===== config.mk =====
export PLATFORM = sky130hd
export DESIGN_NAME = sync_word_nibble_deframer_unit
export DESIGN_NICKNAME = d
export VERILOG_FILES = /design/src/hdl/swnd_pkg.sv /design/src/hdl/sync_word_nibble_deframer_unit.sv
export VERILOG_INCLUDE_DIRS = /design/src /design/src/hdl
export SDC_FILE = /design/constraint.sdc
export NUM_CORES = 1
export LEC_CHECK = 0
export ABC_AREA = 0
export BUFFER_PORTS_ARGS = -buffer_cell sky130_fd_sc_hd__buf_2
export CAP_MARGIN = 20
export CELL_PAD_IN_SITES_DETAIL_PLACEMENT = 1
export CELL_PAD_IN_SITES_GLOBAL_PLACEMENT = 2
export CORE_ASPECT_RATIO = 1.1
export CORE_MARGIN = 2
export CORE_UTILIZATION = 25
export DETAILED_ROUTE_END_ITERATION = 6
export GPL_TIMING_DRIVEN = 0
export PLACE_DENSITY_LB_ADDON = 0.12
export SLEW_MARGIN = 20
export SYNTH_ARGS = -nofsm -noshare
export SYNTH_HDL_FRONTEND = slang
export SYNTH_SLANG_ARGS = --single-unit

===== constraint.sdc =====
create_clock -name clk -period 5.6 [get_ports clk]
set_input_delay 1.68 -clock clk [delete_from_list [all_inputs] [get_ports clk]]
set_output_delay 1.68 -clock clk [all_outputs]
set_load 0.01 [all_outputs]

===== src/hdl/assert_macros.svh =====
// Assertion macros used by the deframer RTL.
`ifndef ASSERT_MACROS_SVH
`define ASSERT_MACROS_SVH

// Plain property, checked at every rising clock edge outside reset.
`define SWND_ASSERT(label, expr, msg) \
    label: assert property (@(posedge clk) disable iff (!rst_n) (expr)) else $error(msg);

// Condition in this cycle implies a consequence in the next one.
`define SWND_ASSERT_NEXT(label, ante, cons, msg) \
    label: assert property (@(posedge clk) disable iff (!rst_n) (ante) |=> (cons)) \
        else $error(msg);

`endif


===== src/hdl/swnd_pkg.sv =====
// Types and constants of the sync word nibble deframer.
package swnd_pkg;

    typedef enum logic [2:0] {
        PH_HUNT  = 3'd0,
        PH_START = 3'd1,
        PH_DATA  = 3'd2,
        PH_STOP1 = 3'd3,
        PH_STOP2 = 3'd4
    } phase_t;

    localparam logic [1:0] CFG_SYNC_MODE    = 2'd0;
    localparam logic [1:0] CFG_SYNC_PATTERN = 2'd1;
    localparam logic [1:0] CFG_PACKET_BYTES = 2'd2;

    localparam logic        SYNC_MODE_RESET    = 1'b1;
    localparam logic [15:0] SYNC_PATTERN_RESET = 16'hECA1;
    localparam logic [7:0]  PACKET_BYTES_RESET = 8'd16;
    localparam logic [15:0] HUNT_RESET         = 16'hFFFF;
    localparam logic [1:0]  LAST_DATA_BIT      = 2'd3;

endpackage


===== src/hdl/sync_word_nibble_deframer_unit.sv =====
// Sync word nibble deframer: serial bits in, framed bytes out.
//
// Input channel: in_valid / in_stall carry one sampled serial bit (data_bit)
// per request. Output channel: out_valid / out_stall carry one byte
// (byte_value, first nibble in bits 3..0) and last_byte, set on the final
// byte of a packet.
// Configuration: cfg_write_en with cfg_index (0 sync_mode, 1 sync_pattern,
// 2 packet_bytes) and cfg_data; the user must write only while the block is
// idle, as the block does not enforce it. Throughput: one bit per cycle while
// in_stall is low. The frame state updates in the cycle a bit is accepted; a
// byte it completes goes to the output register, or to the skid when stalled.
// When the receiver stalls, the output register holds its byte and one more
// byte fits in a skid register; in_stall rises only while the skid register
// is full, so the bit stream keeps flowing across a short stall.
// Reset: registers return to sync mode, pattern 0xeca1, 16 bytes per packet,
// hunt register all ones, hunting for the sync word, both output slots empty.
`include "assert_macros.svh"

module sync_word_nibble_deframer_unit (
    input  logic        clk,
    input  logic        rst_n,
    input  logic        in_valid,
    output logic        in_stall,
    input  logic        data_bit,
    output logic        out_valid,
    input  logic        out_stall,
    output logic [7:0]  byte_value,
    output logic        last_byte,
    input  logic        cfg_write_en,
    input  logic [1:0]  cfg_index,
    input  logic [15:0] cfg_data
);

    // configuration
    logic        sync_mode_reg;
    logic [15:0] sync_pattern_reg;
    logic [7:0]  packet_bytes_reg;

    // frame state
    swnd_pkg::phase_t phase_reg, phase_next, eff_phase;
    logic [15:0] hunt_shift_reg, hunt_shift_next;
    logic [1:0]  bit_index_reg, bit_index_next;
    logic [3:0]  nibble_shift_reg, nibble_shift_next;
    logic [3:0]  low_nibble_reg, low_nibble_next;
    logic        high_half_reg, high_half_next;
    logic [7:0]  byte_index_reg, byte_index_next;

    // output register and skid
    logic        out_valid_reg, skid_valid_reg;
    logic [7:0]  out_byte_reg, skid_byte_reg;
    logic        out_last_reg, skid_last_reg;

    logic        accept;
    logic        out_fire;
    logic [3:0]  shifted;
    logic        nibble_done;
    logic        last;
    logic        res_valid;
    logic [7:0]  res_byte;
    logic [15:0] hunt_shifted;
    logic        idle_is_hunt;

    assign in_stall   = skid_valid_reg;
    assign accept     = in_valid && !in_stall;
    assign out_fire   = out_valid_reg && !out_stall;
    assign out_valid  = out_valid_reg;
    assign byte_value = out_byte_reg;
    assign last_byte  = out_last_reg;

    assign idle_is_hunt = sync_mode_reg;
    assign eff_phase = (phase_reg == swnd_pkg::PH_HUNT && !sync_mode_reg)
                       ? swnd_pkg::PH_START : phase_reg;
    assign shifted      = {data_bit, nibble_shift_reg[3:1]};
    assign hunt_shifted = {hunt_shift_reg[14:0], data_bit};

    // a nibble closes at the fourth data bit in free mode, at the second
    // stop mark in sync mode
    assign nibble_done =
        (eff_phase == swnd_pkg::PH_DATA && bit_index_reg == swnd_pkg::LAST_DATA_BIT
            && !sync_mode_reg)
        || (eff_phase == swnd_pkg::PH_STOP2 && data_bit);
    // packet_bytes of zero behaves as one
    assign last = ({1'b0, byte_index_reg} + 9'd1) >= {1'b0, packet_bytes_reg};
    assign res_valid = nibble_done && high_half_reg;
    assign res_byte  = (eff_phase == swnd_pkg::PH_DATA)
                       ? {shifted, low_nibble_reg} : {nibble_shift_reg, low_nibble_reg};

    // next phase
    always_comb
    begin
        phase_next = phase_reg;
        unique case (eff_phase)
            swnd_pkg::PH_HUNT:
            begin
                if (hunt_shifted == sync_pattern_reg)
                    phase_next = swnd_pkg::PH_START;
            end
            swnd_pkg::PH_START:
            begin
                phase_next = data_bit ? swnd_pkg::PH_START : swnd_pkg::PH_DATA;
            end
            swnd_pkg::PH_DATA:
            begin
                if (bit_index_reg == swnd_pkg::LAST_DATA_BIT)
                begin
                    if (sync_mode_reg)
                        phase_next = swnd_pkg::PH_STOP1;
                    else if (high_half_reg && last)
                        phase_next = swnd_pkg::PH_HUNT;  // free mode: idle is start
                    else
                        phase_next = swnd_pkg::PH_START;
                end
            end
            swnd_pkg::PH_STOP1:
            begin
                if (data_bit)
                    phase_next = swnd_pkg::PH_STOP2;
            end
            swnd_pkg::PH_STOP2:
            begin
                if (data_bit)
                begin
                    if (high_half_reg && last && idle_is_hunt)
                        phase_next = swnd_pkg::PH_HUNT;
                    else
                        phase_next = swnd_pkg::PH_START;
                end
            end
            default:
            begin
                phase_next = idle_is_hunt ? swnd_pkg::PH_HUNT : swnd_pkg::PH_START;
            end
        endcase
        // hunt with sync mode off acts as start, so parking in hunt is harmless
        if (phase_next == swnd_pkg::PH_HUNT && !idle_is_hunt)
            phase_next = swnd_pkg::PH_START;
    end

    // datapath
    always_comb
    begin
        hunt_shift_next   = hunt_shift_reg;
        bit_index_next    = bit_index_reg;
        nibble_shift_next = nibble_shift_reg;
        low_nibble_next   = low_nibble_reg;
        high_half_next    = high_half_reg;
        byte_index_next   = byte_index_reg;
        case (eff_phase)
            swnd_pkg::PH_HUNT:
            begin
                hunt_shift_next = hunt_shifted;
                if (hunt_shifted == sync_pattern_reg)
                begin
                    byte_index_next = 8'd0;
                    high_half_next  = 1'b0;
                end
            end
            swnd_pkg::PH_START:
            begin
                if (!data_bit)
                begin
                    bit_index_next    = 2'd0;
                    nibble_shift_next = 4'd0;
                end
            end
            swnd_pkg::PH_DATA:
            begin
                nibble_shift_next = shifted;
                bit_index_next    = bit_index_reg + 2'd1;  // wraps to 0 after the last
            end
            default:
            begin
            end
        endcase
        if (nibble_done)
        begin
            if (!high_half_reg)
            begin
                low_nibble_next = (eff_phase == swnd_pkg::PH_DATA) ? shifted : nibble_shift_reg;
                high_half_next  = 1'b1;
            end
            else
            begin
                high_half_next = 1'b0;
                if (last)
                begin
                    byte_index_next = 8'd0;
                    hunt_shift_next = swnd_pkg::HUNT_RESET;
                end
                else
                    byte_index_next = byte_index_reg + 8'd1;
            end
        end
    end

    always_ff @(posedge clk or negedge rst_n)
    begin
        if (!rst_n)
        begin
            sync_mode_reg    <= swnd_pkg::SYNC_MODE_RESET;
            sync_pattern_reg <= swnd_pkg::SYNC_PATTERN_RESET;
            packet_bytes_reg <= swnd_pkg::PACKET_BYTES_RESET;
        end
        else if (cfg_write_en)
        begin
            unique case (cfg_index)
                swnd_pkg::CFG_SYNC_MODE:    sync_mode_reg    <= cfg_data[0];
                swnd_pkg::CFG_SYNC_PATTERN: sync_pattern_reg <= cfg_data;
                swnd_pkg::CFG_PACKET_BYTES: packet_bytes_reg <= cfg_data[7:0];
                default:
                begin
                end
            endcase
        end
    end

    always_ff @(posedge clk or negedge rst_n)
    begin
        if (!rst_n)
        begin
            phase_reg        <= swnd_pkg::PH_HUNT;
            hunt_shift_reg   <= swnd_pkg::HUNT_RESET;
            bit_index_reg    <= 2'd0;
            nibble_shift_reg <= 4'd0;
            low_nibble_reg   <= 4'd0;
            high_half_reg    <= 1'b0;
            byte_index_reg   <= 8'd0;
        end
        else if (accept)
        begin
            phase_reg        <= phase_next;
            hunt_shift_reg   <= hunt_shift_next;
            bit_index_reg    <= bit_index_next;
            nibble_shift_reg <= nibble_shift_next;
            low_nibble_reg   <= low_nibble_next;
            high_half_reg    <= high_half_next;
            byte_index_reg   <= byte_index_next;
        end
    end

    // output slot with one-deep skid
    always_ff @(posedge clk or negedge rst_n)
    begin
        if (!rst_n)
        begin
            out_valid_reg  <= 1'b0;
            skid_valid_reg <= 1'b0;
        end
        else if (!out_valid_reg || out_fire)
        begin
            if (skid_valid_reg)
            begin
                out_valid_reg  <= 1'b1;
                skid_valid_reg <= 1'b0;
            end
            else
                out_valid_reg <= accept && res_valid;
        end
        else if (accept && res_valid)
            skid_valid_reg <= 1'b1;
    end

    always_ff @(posedge clk)
    begin
        if (!out_valid_reg || out_fire)
        begin
            if (skid_valid_reg)
            begin
                out_byte_reg <= skid_byte_reg;
                out_last_reg <= skid_last_reg;
            end
            else
            begin
                out_byte_reg <= res_byte;
                out_last_reg <= last;
            end
        end
        else if (accept && res_valid)
        begin
            skid_byte_reg <= res_byte;
            skid_last_reg <= last;
        end
    end

    `SWND_ASSERT(a_skid_needs_out, !skid_valid_reg || out_valid_reg,
        "skid holds a byte while the output slot is empty")
    `SWND_ASSERT_NEXT(a_stalled_result_to_skid,
        out_valid_reg && out_stall && accept && res_valid, skid_valid_reg,
        "byte lost while the output was stalled")
    `SWND_ASSERT(a_bit_index_in_data, phase_reg == swnd_pkg::PH_DATA || bit_index_reg == 2'd0,
        "bit index nonzero outside the data phase")
    `SWND_ASSERT_NEXT(a_last_ends_packet, accept && res_valid && last,
        byte_index_reg == 8'd0 && !high_half_reg,
        "packet state not cleared after the last byte")
    `SWND_ASSERT(a_result_phase,
        !res_valid || eff_phase == swnd_pkg::PH_DATA || eff_phase == swnd_pkg::PH_STOP2,
        "byte produced outside data or second stop phase")

endmodule


==> results.py <==
metrics = {
    "run_status": {
        "outcome": "finished clean",
    },
    "critical_path": {
        "worstReg2RegStart": "byte_index_reg[0]",
        "setup.worst_path.start": "byte_index_reg[0]",
        "critPathArrivalTime_ns": 3.48,
        "critPathKind": "flop to flop",
        "worst_setup_path_end_kind": "flop",
        "start_kind": "flop",
        "required_ns": 5.85,
        "crit_fanout": 10,
        "r2r_slack_ns": 2.37,
    },
    "die": {
        "die_h_microns": 135,
        "pin_count": 35,
        "coreArea_sq_mm": 0.0156,
        "start_util": 0.252,
        "row_count": 48,
        "fp.dieArea_sq_mm": 0.0167,
        "die_x_microns": 123,
    },
    "pwr": {
        "p_per_area_mw_per_mm2": 416,
        "p_leak_nw": 1.99,
        "seq_power_share": 0.461,
        "power_mw": 1.93,
        "p_clk_frac": 0.289,
        "max-vdd-ir-drop_mv": 0.128,
        "swShare": 0.310,
        "internal_power_mw": 1.33,
        "p_comb_frac": 0.250,
        "p_sw_mw": 0.599,
    },
    "placement": {
        "io_buffers": 33,
        "dp_hpwl_mm": 6.73,
        "preCtsSetupSlack_ns": 1.98,
        "gp_congestion": 0.748,
        "dp.cells": 566,
        "place_area_sq_mm": 0.00436,
    },
    "layout": {
        "largest_reg_flops": 16,
        "area_growth_syn_to_layout_pct": 18.3,
        "multi_input_area_sq_mm": 0.00163,
        "final_core_utilization": 0.299,
        "n_fill_cell": 1740,
        "final_nets": 411,
        "stdcell_area_sq_mm": 0.00464,
        "seqCellArea_sq_mm": 0.00217,
        "final_cells": 582,
        "n_antenna_cell": 0,
        "drive_gt1_frac": 0.327,
    },
    "logic_synthesis": {
        "synthCells": 332,
        "synth_largest_area_cell": "dfrtp_1",
        "synth_edf_count": 18,
        "synthFlopType": "dfrtp_1",
        "synth_area_per_cell_sq_um": 11.8,
        "ys_ff_latch": 82,
        "yosysWarnings": 0,
        "synthAdderAreaFrac": 0.0319,
        "muxShareOfSynthArea": 0.123,
        "synth_area_sq_mm": 0.00393,
        "synth_top_area_frac": 0.249,
        "synth-xor-area-share": 0.0491,
        "synthTopCellsByCount": "44 x nand2_1, 42 x mux2_2, 39 x dfrtp_1",
        "ys_top_cells_by_area": "dfrtp_1 25%, dfstp_2 17%, edfxtp_1 14%",
        "yosysSeqAreaShare": 0.554,
        "synthArstFlopShare": 0.780,
        "synth.most_common_cell": "nand2_1",
        "synth_top_family_by_area": "simple AND/OR/NAND/NOR gates",
        "synth_compound_area_frac": 0.0736,
        "synth.distinct_cells": 49,
        "synth-simple-area-share": 0.137,
        "synth_nets": 366,
    },
    "global_route": {
        "grt_pass1_vias": 2801,
        "overflow": 0,
        "grt_use_total": 0.122,
        "grt_pass1_wl_mm": 15.5,
        "antenna_found_initial": 0,
        "grt_max_degree": 35,
    },
    "sta": {
        "rsz0062_at_grt": "no",
        "setup-violations-final": 0,
        "finalHoldViolCount": 0,
        "slew-limit-headroom": 0.455,
        "worst_pin_slew_ns": 0.814,
        "hold_slack_ns": 0.478,
        "min_period_ns": 3.23,
        "max_freq_mhz": 309,
        "setup_slack_ns": 2.37,
        "setup-tns-final_ns": 0,
        "fin_crit_sh": 0.577,
        "clock-skew-final_ns": 0.00909,
        "slew_violations": 0,
    },
    "job": {
        "maxCapViolCount": 0,
    },
    "clock_tree": {
        "cts-resized-gates": 0,
        "cts_hold_buf": 0,
        "cts_setup_buffers": 0,
        "cts_buffer_depth": 2,
        "htree_levels": 3,
        "cts_tree": "yes",
        "insertion_delay_ns": 0.34,
        "cts_root_buf": "clkbuf_16",
        "cts_buffers": 9,
        "clock_sinks": 82,
        "cts.clk_slew.worst_paths_ns": 0.06,
    },
    "worst_hold_path": {
        "hp-start": "low_nibble_reg[0]",
        "min_path_type": "flop to flop",
    },
    "route": {
        "routedWlPerCell_microns": 15.7,
        "drt-total-wl_mm": 9.17,
        "drt-initial-drc-count": 94,
        "vias": 2617,
        "drcViolationCount": 0,
        "viasPerCell": 4.50,
        "final_antenna_net_count": 0,
        "first_pass_iters": 4,
    },
}
## layout make-up
type                       instances  share of cell area
sequential                        82               0.468
multi-input combinational        222               0.351
tap                              200              0.0539
clock buffer                       9              0.0485
timing repair buffer              34              0.0404
buffer                            15              0.0159
clock inverter                     7              0.0119
inverter                          13              0.0105
## kinds of logic (layout without fill, tap and decap cells)
family	Yosys count	after routing
AOI/OAI and AO/OA	42	42
xor gates and xnor gates	22	22
adders and majority gates	10	10
buffers and inverters	28	78
DFF	82	82
muxes	43	43
and+or+nand+nor	105	105
## power groups by stage
stage               clock (mW)  combinational (mW)  sequential (mW)
floorplan                    0               0.356            0.881
global placement             0               0.481            0.901
detailed placement           0               0.493            0.906
CTS                      0.583               0.496            0.896
global route             0.605               0.555            0.916
finish                   0.558               0.484            0.891
## routing by layer
layer / vias up / part of all wire / GRT usage
met2: 27 / 0.48 / 0.196
met4: 0 / 0.013 / 0.0379
met3: 8 / 0.023 / 0.0311
met1: 1316 / 0.48 / 0.162
li1: 1266 / - / -
met5: - / 0 / 0
## placed cells by master, fill, tap and decap left out, drive strengths merged, types with 5 or more instances in the layout
cell type	n
dfstp	25
clkbuf	19
edfxtp	18
clkinv	6
a21oi	10
ha	10
inv	14
xnor2	19
nor2	5
o21ai	5
buf	39
mux2	42
a22o	5
nand2	44
nand3	21
dfrtp	39
## final timing paths
kind | endpoint | depth (start not counted)
max in group asynchronous | hunt_shift_reg[12] | 2
worst max-delay path | hunt_shift_reg[11] | 14
min in group asynchronous | packet_bytes_reg[3] | 1
worst min register to register | skid_byte_reg[0] | 0
worst max register to register | hunt_shift_reg[11] | 14
worst min-delay path | skid_byte_reg[0] | 0
## critical path: stages, from the launching register on
cell     delay (ns)
dfrtp_1        0.42
ha_1           0.26
and3_1         0.21
buf_6          0.13
and3_1         0.20
xor2_1         0.16
ha_1           0.29
and4_1         0.21
a21oi_1        0.17
nand3_2        0.10
or2_1          0.25
buf_6          0.14
nand2_1        0.21
buf_2          0.28
nand3_1        0.10
Power figures use the tool's default switching activity.
